File: src/rtl/mlfq_pkg.sv
// mlfq_pkg: command and status types shared by the scheduler controller and datapath
`default_nettype none

package mlfq_pkg;

  typedef struct packed {
    logic latch;
    logic push;
    logic select;
    logic load_task;
    logic rd_work;
    logic exec;
    logic idle_out;
  } mlfq_cmd_t;

  typedef struct packed {
    logic cur_valid;
    logic any_ready;
    logic out_free;
  } mlfq_status_t;

  localparam int unsigned LEVELS_RESET = 4;

endpackage

`default_nettype wire

File: src/rtl/mlfq_ram.sv
// mlfq_ram: generic simple dual-port ram, one write and one registered read port
`default_nettype none

module mlfq_ram #(
  parameter int unsigned WIDTH = 8,
  parameter int unsigned DEPTH = 16
) (
  input  wire logic                     clk,
  input  wire logic                     we,
  input  wire logic [$clog2(DEPTH)-1:0] waddr,
  input  wire logic [WIDTH-1:0]         wdata,
  input  wire logic                     re,
  input  wire logic [$clog2(DEPTH)-1:0] raddr,
  output logic      [WIDTH-1:0]         rdata
);

  logic [WIDTH-1:0] mem [DEPTH];

  always_ff @(posedge clk) begin
    if (we) begin
      mem[waddr] <= wdata;
    end
    if (re) begin
      rdata <= mem[raddr];
    end
  end

endmodule

`default_nettype wire

File: src/rtl/mlfq_ctrl.sv
// mlfq_ctrl: sequencer that steps one tick request through push, select, load and execute
`default_nettype none

module mlfq_ctrl (
  input  wire logic                  clk,
  input  wire logic                  rst,
  input  wire logic                  in_valid,
  output logic                       in_stall,
  input  wire mlfq_pkg::mlfq_status_t st,
  output mlfq_pkg::mlfq_cmd_t        cmd
);

  import mlfq_pkg::*;

  typedef enum logic [2:0] {
    S_IDLE,
    S_PUSH,
    S_SELECT,
    S_LOAD,
    S_EXEC
  } state_t;

  state_t state;
  state_t state_next;

  always_comb begin
    state_next = state;
    cmd        = '0;
    unique case (state)
      S_IDLE: begin
        if (in_valid) begin
          cmd.latch  = 1'b1;
          state_next = S_PUSH;
        end
      end
      S_PUSH: begin
        cmd.push   = 1'b1;
        state_next = S_SELECT;
      end
      S_SELECT: begin
        priority if (st.cur_valid) begin
          cmd.rd_work = 1'b1;
          state_next  = S_EXEC;
        end else if (st.any_ready) begin
          cmd.select = 1'b1;
          state_next = S_LOAD;
        end else if (st.out_free) begin
          cmd.idle_out = 1'b1;
          state_next   = S_IDLE;
        end else begin
          state_next = S_SELECT;
        end
      end
      S_LOAD: begin
        cmd.load_task = 1'b1;
        state_next    = S_EXEC;
      end
      S_EXEC: begin
        if (st.out_free) begin
          cmd.exec   = 1'b1;
          state_next = S_IDLE;
        end
      end
      default: state_next = S_IDLE;
    endcase
  end

  always_ff @(posedge clk) begin
    if (rst) begin
      state <= S_IDLE;
    end else begin
      state <= state_next;
    end
  end

  assign in_stall = (state != S_IDLE);

endmodule

`default_nettype wire

File: src/rtl/mlfq_dp.sv
// mlfq_dp: level queues, work table, running task state and result register
`default_nettype none

module mlfq_dp #(
  parameter int unsigned MAX_LEVELS = 8,
  parameter int unsigned MAX_TASKS  = 16,
  parameter int unsigned WORK_WIDTH = 16
) (
  input  wire logic                   clk,
  input  wire logic                   rst,
  input  wire logic                   cfg_we,
  input  wire logic [3:0]             cfg_wdata,
  input  wire logic                   arrival_valid,
  input  wire logic [3:0]             arrival_task,
  input  wire logic [15:0]            arrival_ticks,
  output logic                        out_valid,
  input  wire logic                   out_stall,
  output logic                        run_valid,
  output logic [3:0]                  run_task,
  output logic [2:0]                  run_level,
  output logic                        task_done,
  input  wire mlfq_pkg::mlfq_cmd_t    cmd,
  output mlfq_pkg::mlfq_status_t      st
);

  import mlfq_pkg::*;

  localparam int unsigned TASK_W     = $clog2(MAX_TASKS);
  localparam int unsigned LVL_W      = (MAX_LEVELS > 1) ? $clog2(MAX_LEVELS) : 1;
  localparam int unsigned CNT_W      = $clog2(MAX_TASKS + 1);
  localparam int unsigned FIFO_DEPTH = MAX_LEVELS * MAX_TASKS;
  localparam int unsigned FA_W       = $clog2(FIFO_DEPTH);
  localparam logic [3:0]  MAXL4      = 4'(MAX_LEVELS);

  function automatic logic [TASK_W-1:0] task_wrap(input logic [3:0] v);
    logic [8:0] r;
    r = {5'd0, v};
    for (int i = 0; i < 8; i++) begin
      if (r >= 9'(MAX_TASKS)) begin
        r = r - 9'(MAX_TASKS);
      end
    end
    return r[TASK_W-1:0];
  endfunction

  // configuration
  logic [3:0]       levels_in_use;
  logic [LVL_W-1:0] last_lvl;

  always_ff @(posedge clk) begin
    if (rst) begin
      levels_in_use <= 4'(LEVELS_RESET);
    end else if (cfg_we) begin
      levels_in_use <= cfg_wdata;
    end
  end

  always_comb begin
    priority if (levels_in_use == 4'd0) begin
      last_lvl = '0;
    end else if (levels_in_use > MAXL4) begin
      last_lvl = LVL_W'(MAX_LEVELS - 1);
    end else begin
      last_lvl = LVL_W'(levels_in_use - 4'd1);
    end
  end

  // latched request
  logic                  arr_valid;
  logic [TASK_W-1:0]     arr_id;
  logic [WORK_WIDTH-1:0] arr_ticks;

  always_ff @(posedge clk) begin
    if (cmd.latch) begin
      arr_valid <= arrival_valid;
      arr_id    <= task_wrap(arrival_task);
      arr_ticks <= WORK_WIDTH'(arrival_ticks);
    end
  end

  // queue bookkeeping
  logic [TASK_W-1:0] head  [MAX_LEVELS];
  logic [CNT_W-1:0]  count [MAX_LEVELS];

  logic                  cur_valid;
  logic [TASK_W-1:0]     cur_task;
  logic [LVL_W-1:0]      cur_level;
  logic [7:0]            slice_left;

  logic [LVL_W-1:0]  sel_lvl;
  logic              any_ready;
  logic [LVL_W-1:0]  qidx;
  logic [TASK_W-1:0] q_head;
  logic [CNT_W-1:0]  q_count;
  logic              q_full;
  logic [TASK_W:0]   tail_sum;
  logic [TASK_W-1:0] tail_pos;
  logic [TASK_W-1:0] head_inc;
  logic [FA_W-1:0]   q_base;

  always_comb begin
    sel_lvl   = '0;
    any_ready = 1'b0;
    for (int i = MAX_LEVELS - 1; i >= 0; i--) begin
      if (count[i] != '0) begin
        sel_lvl   = LVL_W'(i);
        any_ready = 1'b1;
      end
    end
  end

  always_comb begin
    priority if (cmd.push) begin
      qidx = '0;
    end else if (cmd.select) begin
      qidx = sel_lvl;
    end else begin
      qidx = cur_level + LVL_W'(1);
    end
  end

  assign q_head   = head[qidx];
  assign q_count  = count[qidx];
  assign q_full   = (q_count >= CNT_W'(MAX_TASKS));
  assign tail_sum = (TASK_W+1)'(q_head) + (TASK_W+1)'(q_count);
  assign tail_pos = (tail_sum >= (TASK_W+1)'(MAX_TASKS))
                  ? TASK_W'(tail_sum - (TASK_W+1)'(MAX_TASKS))
                  : TASK_W'(tail_sum);
  assign head_inc = (q_head == TASK_W'(MAX_TASKS - 1)) ? '0 : q_head + TASK_W'(1);
  assign q_base   = FA_W'(qidx) * FA_W'(MAX_TASKS);

  // execute step
  logic [WORK_WIDTH-1:0] work_rdata;
  logic [WORK_WIDTH-1:0] work_next;
  logic [TASK_W-1:0]     fifo_rdata;
  logic                  fin;
  logic                  can_demote;
  logic [7:0]            slice_dec;
  logic                  slice_end;
  logic                  push_ok;
  logic                  demote_ok;

  assign fin        = (work_rdata <= WORK_WIDTH'(1));
  assign work_next  = fin ? '0 : work_rdata - WORK_WIDTH'(1);
  assign can_demote = (cur_level < last_lvl);
  assign slice_dec  = (slice_left != 8'd0) ? slice_left - 8'd1 : slice_left;
  assign slice_end  = !fin && can_demote && (slice_dec == 8'd0);
  assign push_ok    = arr_valid && (arr_ticks != '0) && !q_full;
  assign demote_ok  = slice_end && !q_full;

  // memories
  logic                  fifo_we;
  logic [FA_W-1:0]       fifo_waddr;
  logic [TASK_W-1:0]     fifo_wdata;
  logic                  work_we;
  logic [TASK_W-1:0]     work_waddr;
  logic [WORK_WIDTH-1:0] work_wdata;
  logic                  work_re;
  logic [TASK_W-1:0]     work_raddr;

  assign fifo_we    = (cmd.push && push_ok) || (cmd.exec && demote_ok);
  assign fifo_waddr = q_base + FA_W'(tail_pos);
  assign fifo_wdata = cmd.push ? arr_id : cur_task;

  assign work_we    = (cmd.push && push_ok) || cmd.exec;
  assign work_waddr = cmd.push ? arr_id : cur_task;
  assign work_wdata = cmd.push ? arr_ticks : work_next;
  assign work_re    = cmd.rd_work || cmd.load_task;
  assign work_raddr = cmd.load_task ? fifo_rdata : cur_task;

  mlfq_ram #(
    .WIDTH (TASK_W),
    .DEPTH (FIFO_DEPTH)
  ) u_fifo_ram (
    .clk   (clk),
    .we    (fifo_we),
    .waddr (fifo_waddr),
    .wdata (fifo_wdata),
    .re    (cmd.select),
    .raddr (q_base + FA_W'(q_head)),
    .rdata (fifo_rdata)
  );

  mlfq_ram #(
    .WIDTH (WORK_WIDTH),
    .DEPTH (MAX_TASKS)
  ) u_work_ram (
    .clk   (clk),
    .we    (work_we),
    .waddr (work_waddr),
    .wdata (work_wdata),
    .re    (work_re),
    .raddr (work_raddr),
    .rdata (work_rdata)
  );

  // queue pointers
  always_ff @(posedge clk) begin
    if (rst) begin
      for (int i = 0; i < MAX_LEVELS; i++) begin
        head[i]  <= '0;
        count[i] <= '0;
      end
    end else begin
      if (fifo_we) begin
        count[qidx] <= q_count + CNT_W'(1);
      end else if (cmd.select) begin
        count[qidx] <= q_count - CNT_W'(1);
        head[qidx]  <= head_inc;
      end
    end
  end

  // running task
  always_ff @(posedge clk) begin
    if (rst) begin
      cur_valid  <= 1'b0;
      cur_task   <= '0;
      cur_level  <= '0;
      slice_left <= '0;
    end else begin
      if (cmd.select) begin
        cur_valid  <= 1'b1;
        cur_level  <= sel_lvl;
        slice_left <= 8'd1 << sel_lvl;
      end
      if (cmd.load_task) begin
        cur_task <= fifo_rdata;
      end
      if (cmd.exec) begin
        if (fin) begin
          cur_valid <= 1'b0;
        end else if (can_demote) begin
          priority if (slice_dec != 8'd0) begin
            slice_left <= slice_dec;
          end else if (!q_full) begin
            slice_left <= slice_dec;
            cur_valid  <= 1'b0;
          end else begin
            slice_left <= 8'd1 << cur_level;
          end
        end
      end
    end
  end

  // result register
  always_ff @(posedge clk) begin
    if (rst) begin
      out_valid <= 1'b0;
    end else if (cmd.exec || cmd.idle_out) begin
      out_valid <= 1'b1;
    end else if (!out_stall) begin
      out_valid <= 1'b0;
    end
  end

  always_ff @(posedge clk) begin
    if (cmd.exec) begin
      run_valid <= 1'b1;
      run_task  <= 4'(cur_task);
      run_level <= 3'(cur_level);
      task_done <= fin;
    end else if (cmd.idle_out) begin
      run_valid <= 1'b0;
      run_task  <= 4'd0;
      run_level <= 3'd0;
      task_done <= 1'b0;
    end
  end

  assign st.cur_valid = cur_valid;
  assign st.any_ready = any_ready;
  assign st.out_free  = !out_valid || !out_stall;

endmodule

`default_nettype wire

File: src/rtl/multilevel_feedback_scheduler_unit.sv
// multilevel_feedback_scheduler_unit: top level of the multilevel feedback queue scheduler
// one request at a time: it is latched and pushed, then the running task's work is read or a task
//   is selected and loaded via the registered ram reads; it executes and the result is registered;
//   if no task is ready an idle result is registered instead; a waiting result holds exec
// reset: synchronous, clears queues, running task and result valid; levels_in_use returns to 4
`default_nettype none

module multilevel_feedback_scheduler_unit #(
  parameter int unsigned MAX_LEVELS = 8,
  parameter int unsigned MAX_TASKS  = 16,
  parameter int unsigned WORK_WIDTH = 16
) (
  input  wire logic        clk,
  input  wire logic        rst,
  input  wire logic        cfg_we,
  input  wire logic [3:0]  cfg_wdata,
  input  wire logic        in_valid,
  output logic             in_stall,
  input  wire logic        arrival_valid,
  input  wire logic [3:0]  arrival_task,
  input  wire logic [15:0] arrival_ticks,
  output logic             out_valid,
  input  wire logic        out_stall,
  output logic             run_valid,
  output logic [3:0]       run_task,
  output logic [2:0]       run_level,
  output logic             task_done
);

  import mlfq_pkg::*;

  mlfq_cmd_t    cmd;
  mlfq_status_t st;

  mlfq_ctrl u_ctrl (
    .clk      (clk),
    .rst      (rst),
    .in_valid (in_valid),
    .in_stall (in_stall),
    .st       (st),
    .cmd      (cmd)
  );

  mlfq_dp #(
    .MAX_LEVELS (MAX_LEVELS),
    .MAX_TASKS  (MAX_TASKS),
    .WORK_WIDTH (WORK_WIDTH)
  ) u_dp (
    .clk           (clk),
    .rst           (rst),
    .cfg_we        (cfg_we),
    .cfg_wdata     (cfg_wdata),
    .arrival_valid (arrival_valid),
    .arrival_task  (arrival_task),
    .arrival_ticks (arrival_ticks),
    .out_valid     (out_valid),
    .out_stall     (out_stall),
    .run_valid     (run_valid),
    .run_task      (run_task),
    .run_level     (run_level),
    .task_done     (task_done),
    .cmd           (cmd),
    .st            (st)
  );

endmodule

`default_nettype wire

File: config.mk
export PLATFORM = sky130hd
export DESIGN_NAME = multilevel_feedback_scheduler_unit
export DESIGN_NICKNAME = d
export VERILOG_FILES = /design/src/rtl/mlfq_pkg.sv /design/src/rtl/mlfq_ram.sv /design/src/rtl/mlfq_ctrl.sv /design/src/rtl/mlfq_dp.sv /design/src/rtl/multilevel_feedback_scheduler_unit.sv
export SDC_FILE = /design/constraint.sdc
export NUM_CORES = 1
export LEC_CHECK = 0
export BUFFER_PORTS_ARGS = -buffer_cell sky130_fd_sc_hd__buf_2
export CORE_MARGIN = 2
export CORE_UTILIZATION = 29
export CTS_CLUSTER_SIZE = 14
export DETAILED_ROUTE_END_ITERATION = 16
export PLACE_DENSITY = 0.43
export SETUP_SLACK_MARGIN = 0.05
export SYNTH_ARGS = -nofsm -noshare
export SYNTH_HDL_FRONTEND = slang
export SYNTH_HIERARCHICAL = 1
export SYNTH_SLANG_ARGS = --single-unit
export TNS_END_PERCENT = 10
File: constraint.sdc
create_clock -name clk -period 19 [get_ports clk]
set_input_delay 1.9 -clock clk [delete_from_list [all_inputs] [get_ports clk]]
set_output_delay 1.9 -clock clk [all_outputs]
set_load 0.05 [all_outputs]
* Word-level counts from Yosys, hierarchy flattened
Memories as Yosys holds them, arrays and structs flattened. A register that Yosys moved wholly into a read port is not among the register bits. Index checks and enable logic that the tools add are counted.
Storage, ports and cells: word-level logic and storage cells 166, bits in registers 54, bits of input ports 30, output and inout bits 11, memories kept 4, memory bits (writable) 840
Operators by class: reduce and logical (&&, ||, !) cells 35, bitwise logic cells 1, equal/unequal tests 8, shift-type cells 2, $add $sub $neg 11, $lt $le $gt $ge 5, multiplexer cells 86
Memory list:
- u_dp.u_fifo_ram.mem | words 128, width 4, read ports 1, clocked after memory_dff 1, write ports 1, RTL line mlfq_ram.sv:17 | logic [WIDTH-1:0] mem [DEPTH];
- u_dp.u_work_ram.mem | words 16, width 16, read ports 1, clocked after memory_dff 1, write ports 1, RTL line mlfq_ram.sv:17
- u_dp.count | words 8, width 5, read ports 9, clocked after memory_dff 0, write ports 8, RTL line mlfq_dp.sv:83 | logic [CNT_W-1:0] count [MAX_LEVELS];
- u_dp.head | words 8, width 4, read ports 1, clocked after memory_dff 0, write ports 8, RTL line mlfq_dp.sv:82 | logic [TASK_W-1:0] head [MAX_LEVELS];
Operator list (number):
- $mux W3 | 19
- $mux W8 | 7
- $mux W1 | 46
- $reduce_bool A5 Y1 | 8
- $mux W16 | 2
- $mux W4 | 7
- $le A16 B1 Y1 const B | 1
- $reduce_bool A16 Y1 | 1
- $reduce_bool A8 Y1 | 2
- $shl A1 B3 Y8 const A | 2
- $sub A16 B1 Y16 const B | 1
- $pmux W3 S5 | 1
- $add A7 B4 Y7 | 2
- $ge A5 B5 Y1 const B | 2
- $mux W5 | 2
- $logic_not A8 Y1 | 1
- $sub A8 B1 Y8 const B | 1
- $logic_and A1 B1 Y1 | 7
- $eq A3 B2 Y1 const B | 2
- $add A4 B5 Y5 | 1
- $add A5 B1 Y5 const B | 1
- $logic_or A1 B1 Y1 | 5
- $reduce_or A5 Y1 | 1
- $sub A5 B1 Y5 const B | 1
- 20 further kinds | 25

* Depth between registers and ports, before layout
Gate-level depths: netlist of run 1. An unclocked memory read counts as a cell.
word-level depth 27, mapped depth 25, mapped depth without buffers 22

* Modules after synthesis
Netlist of run 1, hierarchy kept.
Modules (own cells, without submodules):
- mlfq_ram (u_dp.u_fifo_ram) | times used 1, cells each 908, seq. area each 15494.9 um^2, area each 20233.2 um^2
- mlfq_ram (u_dp.u_work_ram) | times used 1, cells each 432, seq. area each 8167.8 um^2, area each 10203.5 um^2
- mlfq_dp | times used 1, cells each 694, seq. area each 3473.3 um^2, area each 7094.3 um^2
- mlfq_ctrl | times used 1, cells each 25, seq. area each 60.1 um^2, area each 200.2 um^2

* Least setup slack after synthesis of run 1
Ideal clock, no wire load.
kind flip-flop to flip-flop, from mem u_dp/count[0][0] in the netlist's numbering, to mem u_dp/u_fifo_ram/mem[78][0] in the netlist's numbering, enable pin, data arrival time 6.031 ns, stages on the path, launching flop included 25, setup time 0.361 ns, data required time 18.639 ns, path slack 12.607 ns, period minus slack after synthesis 6.393 ns, path buffers 3, path through edfxtp_1 -> or4_1 -> nor4_4 -> and2_1 -> nand4_1 -> buf_4 -> and2_1 -> clkbuf_1 -> nor3_1 -> nor2_1 -> and2_4 -> inv_4 -> clkbuf_1 -> nand2_1 -> nand3_1 -> a21oi_1 -> a211oi_1 -> ha_1 -> a21o_1 -> a21oi_1 -> xnor2_1 -> xnor2_1 -> nor2b_1 -> nand3_1 -> nor3_1
RTL lines (RTL line):
- start: declaration | mlfq_dp.sv:83
- end: declaration | mlfq_ram.sv:17

==> impl_metrics.csv, run 1 <==
group,metric,value,unit
place,placedInstanceArea,0.04012,mm²
power_and_ir_drop,swShare,24.86,%
sta,post-route-period-util,44.13,%
worst_setup_path,path_class,"flip-flop to flip-flop",
worst_hold_path,min-delay-start,"u_dp/run_valid",
floorplan,io_pins,41,
synth,yosysWarnings,6,
worst_setup_path,worstPathRequired,19.46,ns
worst_setup_path,slowest_stage,"buf_4",
clock_tree,cts_buffers,102,
cells_and_area,fillers,12260,
global_route,grt_overflow_total,0,
synth,synth-edff-count,889,
clock_tree,clock-root-buffer,"clkbuf_16",
drt,drtIter0Drc,1536,
floorplan,die_h,364.7,µm
global_route,grt_max_degree,79,
floorplan,die_w,364.7,µm
global_route,antenna_found_initial,1,
clock_tree,cts_hold_buf,0,
floorplan,rows,132,
synth,synth-seq-cells,914,
power_and_ir_drop,p_leak,0.01334,µW
power_and_ir_drop,clkPwrFrac,40.5,%
cells_and_area,layout-drive-gt1-share,24.15,%
drt,drcViolationCount,0,
sta,skew,0.04748,ns
global_route,grt_use_total,15.07,%
worst_setup_path,worstPathMaxFanout,56,
clock_tree,clk_pin_slew,0.06,ns
worst_setup_path,r2r_start,"u_dp/count[0][0]",
worst_hold_path,hold_path_class,"flip-flop to flip-flop",
sta,hold_viol,0,
synth,synthArstFlopShare,0,%
power_and_ir_drop,netSwitchingPower,1194,µW
synth,synthDistinctLibCells,82,
synth,syn_avg_cell_area,18.33,µm²
drt,wl_per_cell,25.11,µm
sta,worst_pin_slew,1.277,ns
cells_and_area,final_nets,2199,
clock_tree,clockBufferDepth,3,
clock_tree,clock_latency,0.71,ns
place,pre_cts_ws,10.52,ns
worst_setup_path,cp.arrival,8.84,ns
floorplan,die_area,0.1330,mm²
cells_and_area,final_cell_area,0.04344,mm²
power_and_ir_drop,p_per_area,110.6,mW/mm²
worst_setup_path,path_cells,"or4_1 -> nor4_4 -> and2_1 -> nand4_1 -> and2_1 -> buf_4 -> nand2b_1 -> nor3_1 -> nor2_1 -> and2_4 -> inv_4 -> a221oi_1 -> or2_4 -> buf_4 -> mux4_2 -> mux4_2 -> mux4_2 -> mux2_2",
worst_hold_path,whs_endpoint,"u_dp/run_valid",
sta,fmax,0.1193,GHz
clock_tree,post_cts_buffers,0,
synth,synthesis.area,0.03773,mm²
power_and_ir_drop,power,4803,µW
global_route,grt_pass1_vias,20750,
synth,syn_inst,2059,
place,io_buffers,40,
power_and_ir_drop,internal-power,3609,µW
sta,setup_ws,10.62,ns
power_and_ir_drop,p_comb_share,11.9,%
place,gp_congestion,0.8072,
drt,wl,99590,µm
power_and_ir_drop,max-vdd-ir-drop,0.00006998,V
drt,wl_met2,50120,µm
cells_and_area,area_growth,15.14,%
flow_run,maxCapViolations,0,
worst_setup_path,worst_setup_path_end_kind,"flip-flop",
drt,antenna_left,0,
floorplan,start_util,29.18,%
worst_setup_path,start_kind,"flip-flop",
sta,slew_viol_final,0,
worst_setup_path,r2r_slack,10.62,ns
floorplan,core,0.1293,mm²
drt,highest_layer,"met4",
drt,wl_met3,4144,µm
sta,finalHoldWorstSlack,0.4430,ns
sta,fin_crit,8.385,ns
worst_hold_path,hold_depth,1,
drt,dr.pass1.iters,5,
clock_tree,cts_max_level,3,
clock_tree,cts_resized,0,
cells_and_area,antenna_cells,0,
worst_setup_path,worstReg2RegEnd,"u_dp/u_fifo_ram/rdata[2]",
outcome,run_status,"finished, final reports clean",
sta,slew_headroom,14.88,%
place,hpwl,61170,µm
clock_tree,cts.sinks,914,
synth,ys.flop_type,"edfxtp_1",
sta,finalSetupViolCount,0,
synth,syn_nets,2111,
drt,via_per_inst,4.933,
sta,rsz0062_at_grt,"no",
clock_tree,cts_tree,"done",
synth,seq_area_frac_synth,72.08,%
sta,final.setup.tns,0,ns
global_route,grt_first_pass_wirelength,145200,µm
worst_setup_path,r2r_cells,18,
power_and_ir_drop,seqPwrFrac,47.6,%
worst_setup_path,cp_common_cell,"mux4_2",
drt,vias,19560,
worst_setup_path,critPathMaxStageDelay,0.93,ns
drt,met1Wirelength,43120,µm
-- critical path: cells and delay by family (launching register included) --
| kind | cells | cell delay, ns |
|---|---|---|
| buf+inv | 3 | 1.55 |
| flops | 1 | 0.40 |
| simple gates | 10 | 3.59 |
| mux | 4 | 1.99 |
| compound gates | 1 | 0.45 |
-- layer usage --
metal,vias up,track usage [%]
met4,0,4.554
met2,472,25.59
met1,10440,19.99
li1,8522,-
met3,125,2.157
met5,-,0
-- stage by stage --
stage	utilization, %	instances
6_report	33.59	3966
4_1_cts	33.59	3966
3_5_place_dp	31.03	3785
3_3_place_gp	31.03	3785
2_1_floorplan	-	2059
5_1_grt	33.59	3966
-- area by class of cell --
| class | count | area [µm²] | share of cell area (%) |
|---|---|---|---|
| multi-input combinational | 1013 | 10070 | 23.19 |
| timing repair buffer | 88 | 560.5 | 1.290 |
| clock inverter | 61 | 656.9 | 1.512 |
| clock buffer | 120 | 2663 | 6.129 |
| inverter | 28 | 112.6 | 0.2592 |
| tap | 1742 | 2180 | 5.017 |
| sequential | 914 | 27200 | 62.60 |
-- placed cells by master (no fill, tap or decap), drive strengths merged, types with 20 or more instances in the layout --
cell type	n
nor3	62
nand3	46
a21oi	23
o21ai	38
inv	30
mux4	233
edfxtp	889
buf	88
dfxtp	25
clkinv	42
a22oi	34
nor2	211
nand2	99
clkbuf	120
ha	20
mux2	20
-- state kept, by name, summed over array words and instances, names as in the netlist --
| name | count |
|---|---|
| u_ctrl/state | 3 |
| u_dp/arr_id | 4 |
| u_dp/arr_ticks | 16 |
| u_dp/arr_valid | 1 |
| u_dp/count | 40 |
| u_dp/cur_level | 3 |
| u_dp/cur_task | 4 |
| u_dp/cur_valid | 1 |
| u_dp/head | 32 |
| u_dp/levels_in_use | 4 |
| u_dp/out_valid | 1 |
| u_dp/run_level | 3 |
| u_dp/run_task | 4 |
| u_dp/run_valid | 1 |
| u_dp/slice_left | 8 |
| u_dp/task_done | 1 |
| u_dp/u_fifo_ram/mem | 512 |
| u_dp/u_fifo_ram/rdata | 4 |
| u_dp/u_work_ram/mem | 256 |
| u_dp/u_work_ram/rdata | 16 |
-- power groups by stage --
stage | sequential, µW | combinational (µW) | clock, µW
after floorplan | 2320 | 382 | 0
after global placement | 2330 | 578 | 0
after detailed placement | 2330 | 581 | 0
after CTS | 2280 | 584 | 2010
after global routing | 2290 | 617 | 2080
final | 2280 | 572 | 1950
-- cell usage after synthesis (all sizes together), types with 3 or more instances --
library cell  number  area, µm²
o31ai              8      60.06
o211a              3      30.03
mux2              20      229.0
a21oi             23      115.1
a221oi             4      41.29
clkbuf            52      195.2
edfxtp           889      26700
a21o               8      67.56
nor3b              4      30.03
or3               11      70.07
nand2b            11      68.82
o21a               3      22.52
nand4             10      62.56
xor2               9      78.83
mux2i             15      150.1
xnor2             12      105.1
buf               52      314.1
or2                7      43.80
or4               13      97.59
nand3             46      230.2
and2              19      121.4
inv               28      110.1
and3               3      20.02
nor4              14      108.9
a211oi            10      87.58
nor2b             15      93.84
o211ai             6      86.33
a311oi             5      43.79
a31oi              7      71.31
a22oi             34      255.2
nand3b             4      30.03
nor4b              3      26.28
o21ai             38      190.2
mux4             233       5285
ha                20      250.2
nor3              62      315.3
nand2             99      381.6
dfxtp             25      500.5
nor2             211      799.5
-- cells by family (layout without fill, tap and decap cells) --
logic type	after synthesis	after routing	share of synthesized area, %
simple gates	537	537	6.752
flops	914	914	72.08
fa+ha+maj	24	24	0.8224
mux	268	268	15.01
xor+xnor	21	21	0.4875
compound gates	163	163	3.207
buf+inv	132	297	1.641
-- worst max path at each step --
| stage | start | to | slack (ns) | cells after the start |
|---|---|---|---|---|
| 5_1_grt | u_dp/count[0][0] | u_dp/u_fifo_ram/rdata[3] | 10.04 | 18 |
| 3_5_place_dp | u_dp/count[0][0] | u_dp/u_fifo_ram/rdata[0] | 10.52 | 18 |
| 3_3_place_gp | u_dp/count[0][3] | u_dp/u_fifo_ram/rdata[1] | 10.57 | 18 |
| 6_report | u_dp/count[0][0] | u_dp/u_fifo_ram/rdata[2] | 10.62 | 18 |
| 4_1_cts | u_dp/count[0][0] | u_dp/u_fifo_ram/rdata[0] | 10.49 | 18 |
| 2_1_floorplan | u_dp/count[0][0] | u_dp/u_fifo_ram/mem[78][0] | 12.61 | 24 |
No activity file was read; power rests on OpenSTA's default activity.
==> inputs of run 2 (changes only) <==
- clock period: 19 -> 7.86 ns (I/O delays scaled with it)
==> impl_metrics.csv, run 2 (synthesis gave the netlist of run 1 again) <==
group,metric,value,unit
outcome,run_status,"finished, final reports clean",
cells_and_area,fillers,12210,
drt,drtIter0Drc,1750,
cells_and_area,final_common_cell,"edfxtp_1",
worst_setup_path,crit_family,"simple AND/OR/NAND/NOR gates",
floorplan,io_pins,41,
floorplan,core,0.1293,mm²
cells_and_area,largest_reg_flops,512,
place,dp_cells,3796,
place,hpwl,60010,µm
power_and_ir_drop,max-vdd-ir-drop,0.0001648,V
clock_tree,clk_pin_slew,0.06,ns
global_route,grt_first_pass_wirelength,143700,µm
global_route,grt_max_degree,131,
worst_setup_path,slowest_stage,"mux4_2",
power_and_ir_drop,p_per_area,264.3,mW/mm²
place,pre_cts_ws,0.5715,ns
clock_tree,cts_buffers,101,
clock_tree,clock_latency,0.71,ns
sta,setup_ws,0.6228,ns
global_route,grt_use_total,14.79,%
worst_setup_path,path_class,"flip-flop to flip-flop",
drt,vias,19880,
worst_setup_path,cp.arrival,7.56,ns
flow_run,maxCapViolations,0,
worst_setup_path,worstPathMaxFanout,25,
global_route,grt_overflow_total,0,
sta,fmax,0.1382,GHz
clock_tree,cts.sinks,914,
clock_tree,post_cts_buffers,0,
worst_setup_path,worst_setup_path_end_kind,"flip-flop",
sta,fin_crit,7.237,ns
cells_and_area,area_growth,15.00,%
cells_and_area,regMostFlops,"u_dp/u_fifo_ram/mem",
worst_setup_path,worstPathRequired,8.18,ns
cells_and_area,final_core_util,33.55,%
drt,antenna_left,0,
floorplan,die_h,364.7,µm
sta,post-route-period-util,92.08,%
worst_setup_path,critPathMaxStageDelay,0.70,ns
clock_tree,cts_tree,"done",
drt,wl,98110,µm
place,gp_congestion,0.8218,
cells_and_area,seq_area,0.02720,mm²
drt,drcViolationCount,0,
floorplan,die_w,364.7,µm
drt,dr.pass1.iters,5,
sta,slew_headroom,23.58,%
clock_tree,clock-root-buffer,"clkbuf_16",
cells_and_area,largest_registers,"u_dp/u_fifo_ram/mem x512, u_dp/u_work_ram/mem x256, u_dp/count x40",
cells_and_area,multi_input_area,0.01007,mm²
cells_and_area,fin_cells,3980,
global_route,antenna_found_initial,1,
sta,final.setup.tns,0,ns
worst_setup_path,crit_buf_inv,2,
sta,worst_pin_slew,1.139,ns
drt,via_per_inst,4.994,
sta,finalSetupViolCount,0,
clock_tree,cts_max_level,3,
clock_tree,clockBufferDepth,3,
drt,wl_per_cell,24.65,µm
worst_setup_path,start_kind,"flip-flop",
cells_and_area,final_nets,2209,
sta,slew_viol_final,0,
sta,hold_viol,0,
floorplan,die_area,0.1330,mm²
global_route,grt_pass1_vias,20750,
floorplan,rows,132,
worst_hold_path,hold_path_class,"input port to flip-flop",
sta,skew,0.07168,ns
power_and_ir_drop,p_leak,0.01335,µW
sta,rsz0062_at_grt,"no",
cells_and_area,layout-drive-gt1-share,24.22,%
floorplan,start_util,29.18,%
cells_and_area,final_cell_mix,"edfxtp_1 (889), mux4_2 (223), nor2_1 (198)",
cells_and_area,antenna_cells,0,
place,io_buffers,40,
worst_setup_path,path_cells,"or4_1 -> nor4_2 -> nand4_1 -> and2_1 -> nor2b_1 -> o21a_1 -> nand2_2 -> inv_2 -> mux2_2 -> mux4_2 -> ha_1 -> a21o_1 -> a21oi_1 -> xnor2_1 -> xnor2_1 -> buf_4 -> nor2b_1 -> nand2_1 -> nor2_1",
run 2: area by class of cell:
cell class,count,share of cell area (%)
Multi-Input combinational cell,1013,23.21
Sequential cell,914,62.68
Tap cell,1742,5.023
Timing Repair Buffer,99,1.540
Clock buffer,125,6.128
Inverter,28,0.2595
Clock inverter,59,1.162
run 2: routing by layer:
metal  track usage (%)  vias to the layer above  share of wire (%)  wire length (µm)
li1                  -                     8537                  -                 -
met1             20.35                    10630                 45             43740
met2             23.90                      559                 48             46970
met3             2.240                      146                4.8              4749
met4             5.048                        0                2.7              2656
met5                 0                        -                  0                 0
run 2: worst paths after layout:
path                                       startpoint                    endpoint  slack (ns)  cells past startpoint
worst min-delay path                 arrival_ticks[7]           u_dp/arr_ticks[7]        0.28                      1
worst max register to register       u_dp/count[7][0]  u_dp/u_fifo_ram/mem[54][0]        0.62                     19
worst min register to register  u_dp/levels_in_use[1]       u_dp/levels_in_use[1]        0.52                      2
worst max-delay path                 u_dp/count[7][0]  u_dp/u_fifo_ram/mem[54][0]        0.62                     19
run 2: metrics by stage:
stage | power (µW) | hold WS (ns) | area (µm²)
after floorplan | 6531 | 0.4604 | 37730
final | 11470 | 0.2762 | 43390
after detailed placement | 7043 | 0.5048 | 40220
after global placement | 7044 | 0.4854 | 40220
after CTS | 11630 | 0.2108 | 43380
after global routing | 11900 | 0.2410 | 43390
run 2: what timing repair did:
action	in CTS	in global routing
setup endpoints to repair	0	28
gates resized for setup	0	1
hold buffers	0	0
run 2: power by group:
group	internal, µW	switching [µW]	total, µW
clock network	2620	1920	4540
logic	520	885	1410
registers	5480	33.5	5520
==> inputs of run 3 (changes only) <==
- REMOVE_ABC_BUFFERS: default -> 1
==> impl_metrics.csv, run 3 (synthesis gave the netlist of run 1 again) <==
group,metric,value,unit
clock_tree,cts_resized,0,
clock_tree,clock-root-buffer,"clkbuf_16",
sta,slew_headroom,12.94,%
sta,finalSetupViolCount,0,
worst_setup_path,worst_setup_path_end_kind,"flip-flop",
global_route,grt_max_degree,82,
worst_setup_path,r2r_cells,20,
global_route,grt_first_pass_wirelength,146500,µm
worst_setup_path,startpoint,"u_dp/count[0][0]",
outcome,run_status,"finished, final reports clean",
drt,drtIter0Drc,1764,
sta,worst_pin_slew,1.298,ns
sta,fmax,0.1367,GHz
clock_tree,cts_tree,"done",
drt,via_per_inst,4.982,
cells_and_area,fin_cells,3985,
power_and_ir_drop,power,11680,µW
floorplan,die_h,364.7,µm
place,gp_congestion,0.8334,
sta,finalHoldWorstSlack,0.2680,ns
clock_tree,cts_max_level,3,
floorplan,core,0.1293,mm²
cells_and_area,largest_reg_flops,512,
drt,antenna_left,0,
floorplan,rows,132,
power_and_ir_drop,seqPwrFrac,47.3,%
drt,wl_per_cell,25.10,µm
power_and_ir_drop,p_comb_share,12.0,%
global_route,grt_use_total,15.10,%
power_and_ir_drop,netSwitchingPower,2886,µW
clock_tree,cts.sinks,914,
clock_tree,clockBufferDepth,3,
cells_and_area,area_growth,15.63,%
worst_setup_path,r2r_slack,0.55,ns
cells_and_area,layout-drive-gt1-share,25.23,%
global_route,grt_overflow_total,0,
drt,drcViolationCount,0,
cells_and_area,regMostFlops,"u_dp/u_fifo_ram/mem",
clock_tree,cts_hold_buf,0,
power_and_ir_drop,p_leak,0.01347,µW
floorplan,die_w,364.7,µm
power_and_ir_drop,max-vdd-ir-drop,0.0001557,V
drt,dr.pass1.iters,5,
power_and_ir_drop,clkPwrFrac,40.8,%
floorplan,die_area,0.1330,mm²
cells_and_area,final_common_cell,"edfxtp_1",
worst_setup_path,cp.arrival,7.76,ns
sta,rsz0062_at_grt,"no",
cells_and_area,final_cell_mix,"edfxtp_1 (889), mux4_2 (223), nor2_1 (198)",
worst_setup_path,worstReg2RegEnd,"u_dp/u_fifo_ram/rdata[1]",
sta,skew,0.02385,ns
place,hpwl,61460,µm
power_and_ir_drop,swShare,24.71,%
power_and_ir_drop,p_per_area,267.8,mW/mm²
worst_setup_path,path_class,"flip-flop to flip-flop",
worst_setup_path,crit_path_end,"u_dp/u_fifo_ram/rdata[1]",
place,dp_cells,3803,
floorplan,start_util,29.18,%
sta,hold_viol,0,
power_and_ir_drop,internal-power,8796,µW
cells_and_area,largest_registers,"u_dp/u_fifo_ram/mem x512, u_dp/u_work_ram/mem x256, u_dp/count x40",
worst_setup_path,start_kind,"flip-flop",
clock_tree,post_cts_buffers,0,
place,placedInstanceArea,0.04029,mm²
worst_hold_path,hold_path_class,"input port to flip-flop",
cells_and_area,antenna_cells,0,
clock_tree,cts_buffers,99,
floorplan,io_pins,41,
sta,post-route-period-util,93.05,%
cells_and_area,final_cell_area,0.04363,mm²
worst_setup_path,r2r_start,"u_dp/count[0][0]",
cells_and_area,final_core_util,33.74,%
sta,fin_crit,7.314,ns
worst_setup_path,worstPathRequired,8.30,ns
cells_and_area,final_nets,2214,
global_route,antenna_found_initial,3,
clock_tree,clock_latency,0.70,ns
flow_run,maxCapViolations,0,
clock_tree,clk_pin_slew,0.06,ns
sta,slew_viol_final,0,
drt,wl,100000,µm
global_route,grt_pass1_vias,20660,
place,io_buffers,40,
drt,vias,19850,
worst_setup_path,worstPathMaxFanout,76,
-- run 3: cell count changes in the layout (fill, tap and decap cells not counted), moves of 4 or more --
| cell | previous run | this run |
|---|---|---|
| buf_4 | 57 | 64 |
| bufinv_16 | 7 | 14 |
| clkbuf_1 | 21 | 12 |
| clkinv_1 | 24 | 17 |
| clkinv_8 | 1 | 6 |
| clkinvlp_4 | 4 | 8 |
| o31ai_1 | 6 | 2 |
| o31ai_2 | 2 | 6 |
-- run 3: final cells by class --
type,instances,area [µm²]
fillers,12220,85690
clock buffers,111,2522
clock inverters,71,812.0
repair buffers,106,720.7
flip-flops and latches,914,27200
multi-input cells,1013,10080
inverters,28,112.6
well taps,1742,2180
-- run 3: stage by stage --
stage	setup TNS, ns	worst slack [ns]
floorplan	-425.13	-1.092
global placement	0	0.5712
detailed placement	0	0.5280
CTS	0	0.5171
global route	0	0.2380
finish	0	0.5459
-- run 3: critical path: stages, from the launching register on --
cell	delay (ns)
edfxtp_1	0.38
or4_1	0.59
nor4_4	0.22
buf_4	0.19
and2_1	0.15
nand4_1	0.19
and2_1	0.21
buf_4	0.24
nor3_1	0.27
nor2_1	0.10
and2_4	0.24
inv_4	0.21
mux2i_1	0.22
mux2i_1	0.22
inv_4	0.11
buf_4	0.63
buf_4	0.96
mux4_2	0.42
mux4_2	0.56
mux4_2	0.54
mux2_2	0.29
-- run 3: metal layers --
layer	wire length, µm	track usage, %	up-vias
li1	-	-	8557
met1	45350	21.08	10670
met2	48060	24.26	509
met3	4399	2.289	120
met4	2211	4.691	0
met5	0	0	-
-- run 3: power groups by stage --
stage	registers [µW]	clock network, µW	logic, µW
6_report	5520	4760	1400
5_1_grt	5520	5070	1500
4_1_cts	5520	4890	1420
3_5_place_dp	5630	0	1410
3_3_place_gp	5620	0	1410
2_1_floorplan	5610	0	911
-- run 3: how the worst min path moves through the flow --
stage | startpoint | endpoint | slack [ns] | depth (start not counted)
after floorplan | u_dp/levels_in_use[1] | u_dp/levels_in_use[1] | 0.46 | 2
after global placement | u_dp/levels_in_use[2] | u_dp/levels_in_use[2] | 0.49 | 2
after detailed placement | u_dp/levels_in_use[2] | u_dp/levels_in_use[2] | 0.51 | 2
after CTS | arrival_ticks[4] | u_dp/arr_ticks[4] | 0.20 | 1
after global routing | arrival_ticks[9] | u_dp/arr_ticks[9] | 0.24 | 1
final | arrival_ticks[4] | u_dp/arr_ticks[4] | 0.27 | 1
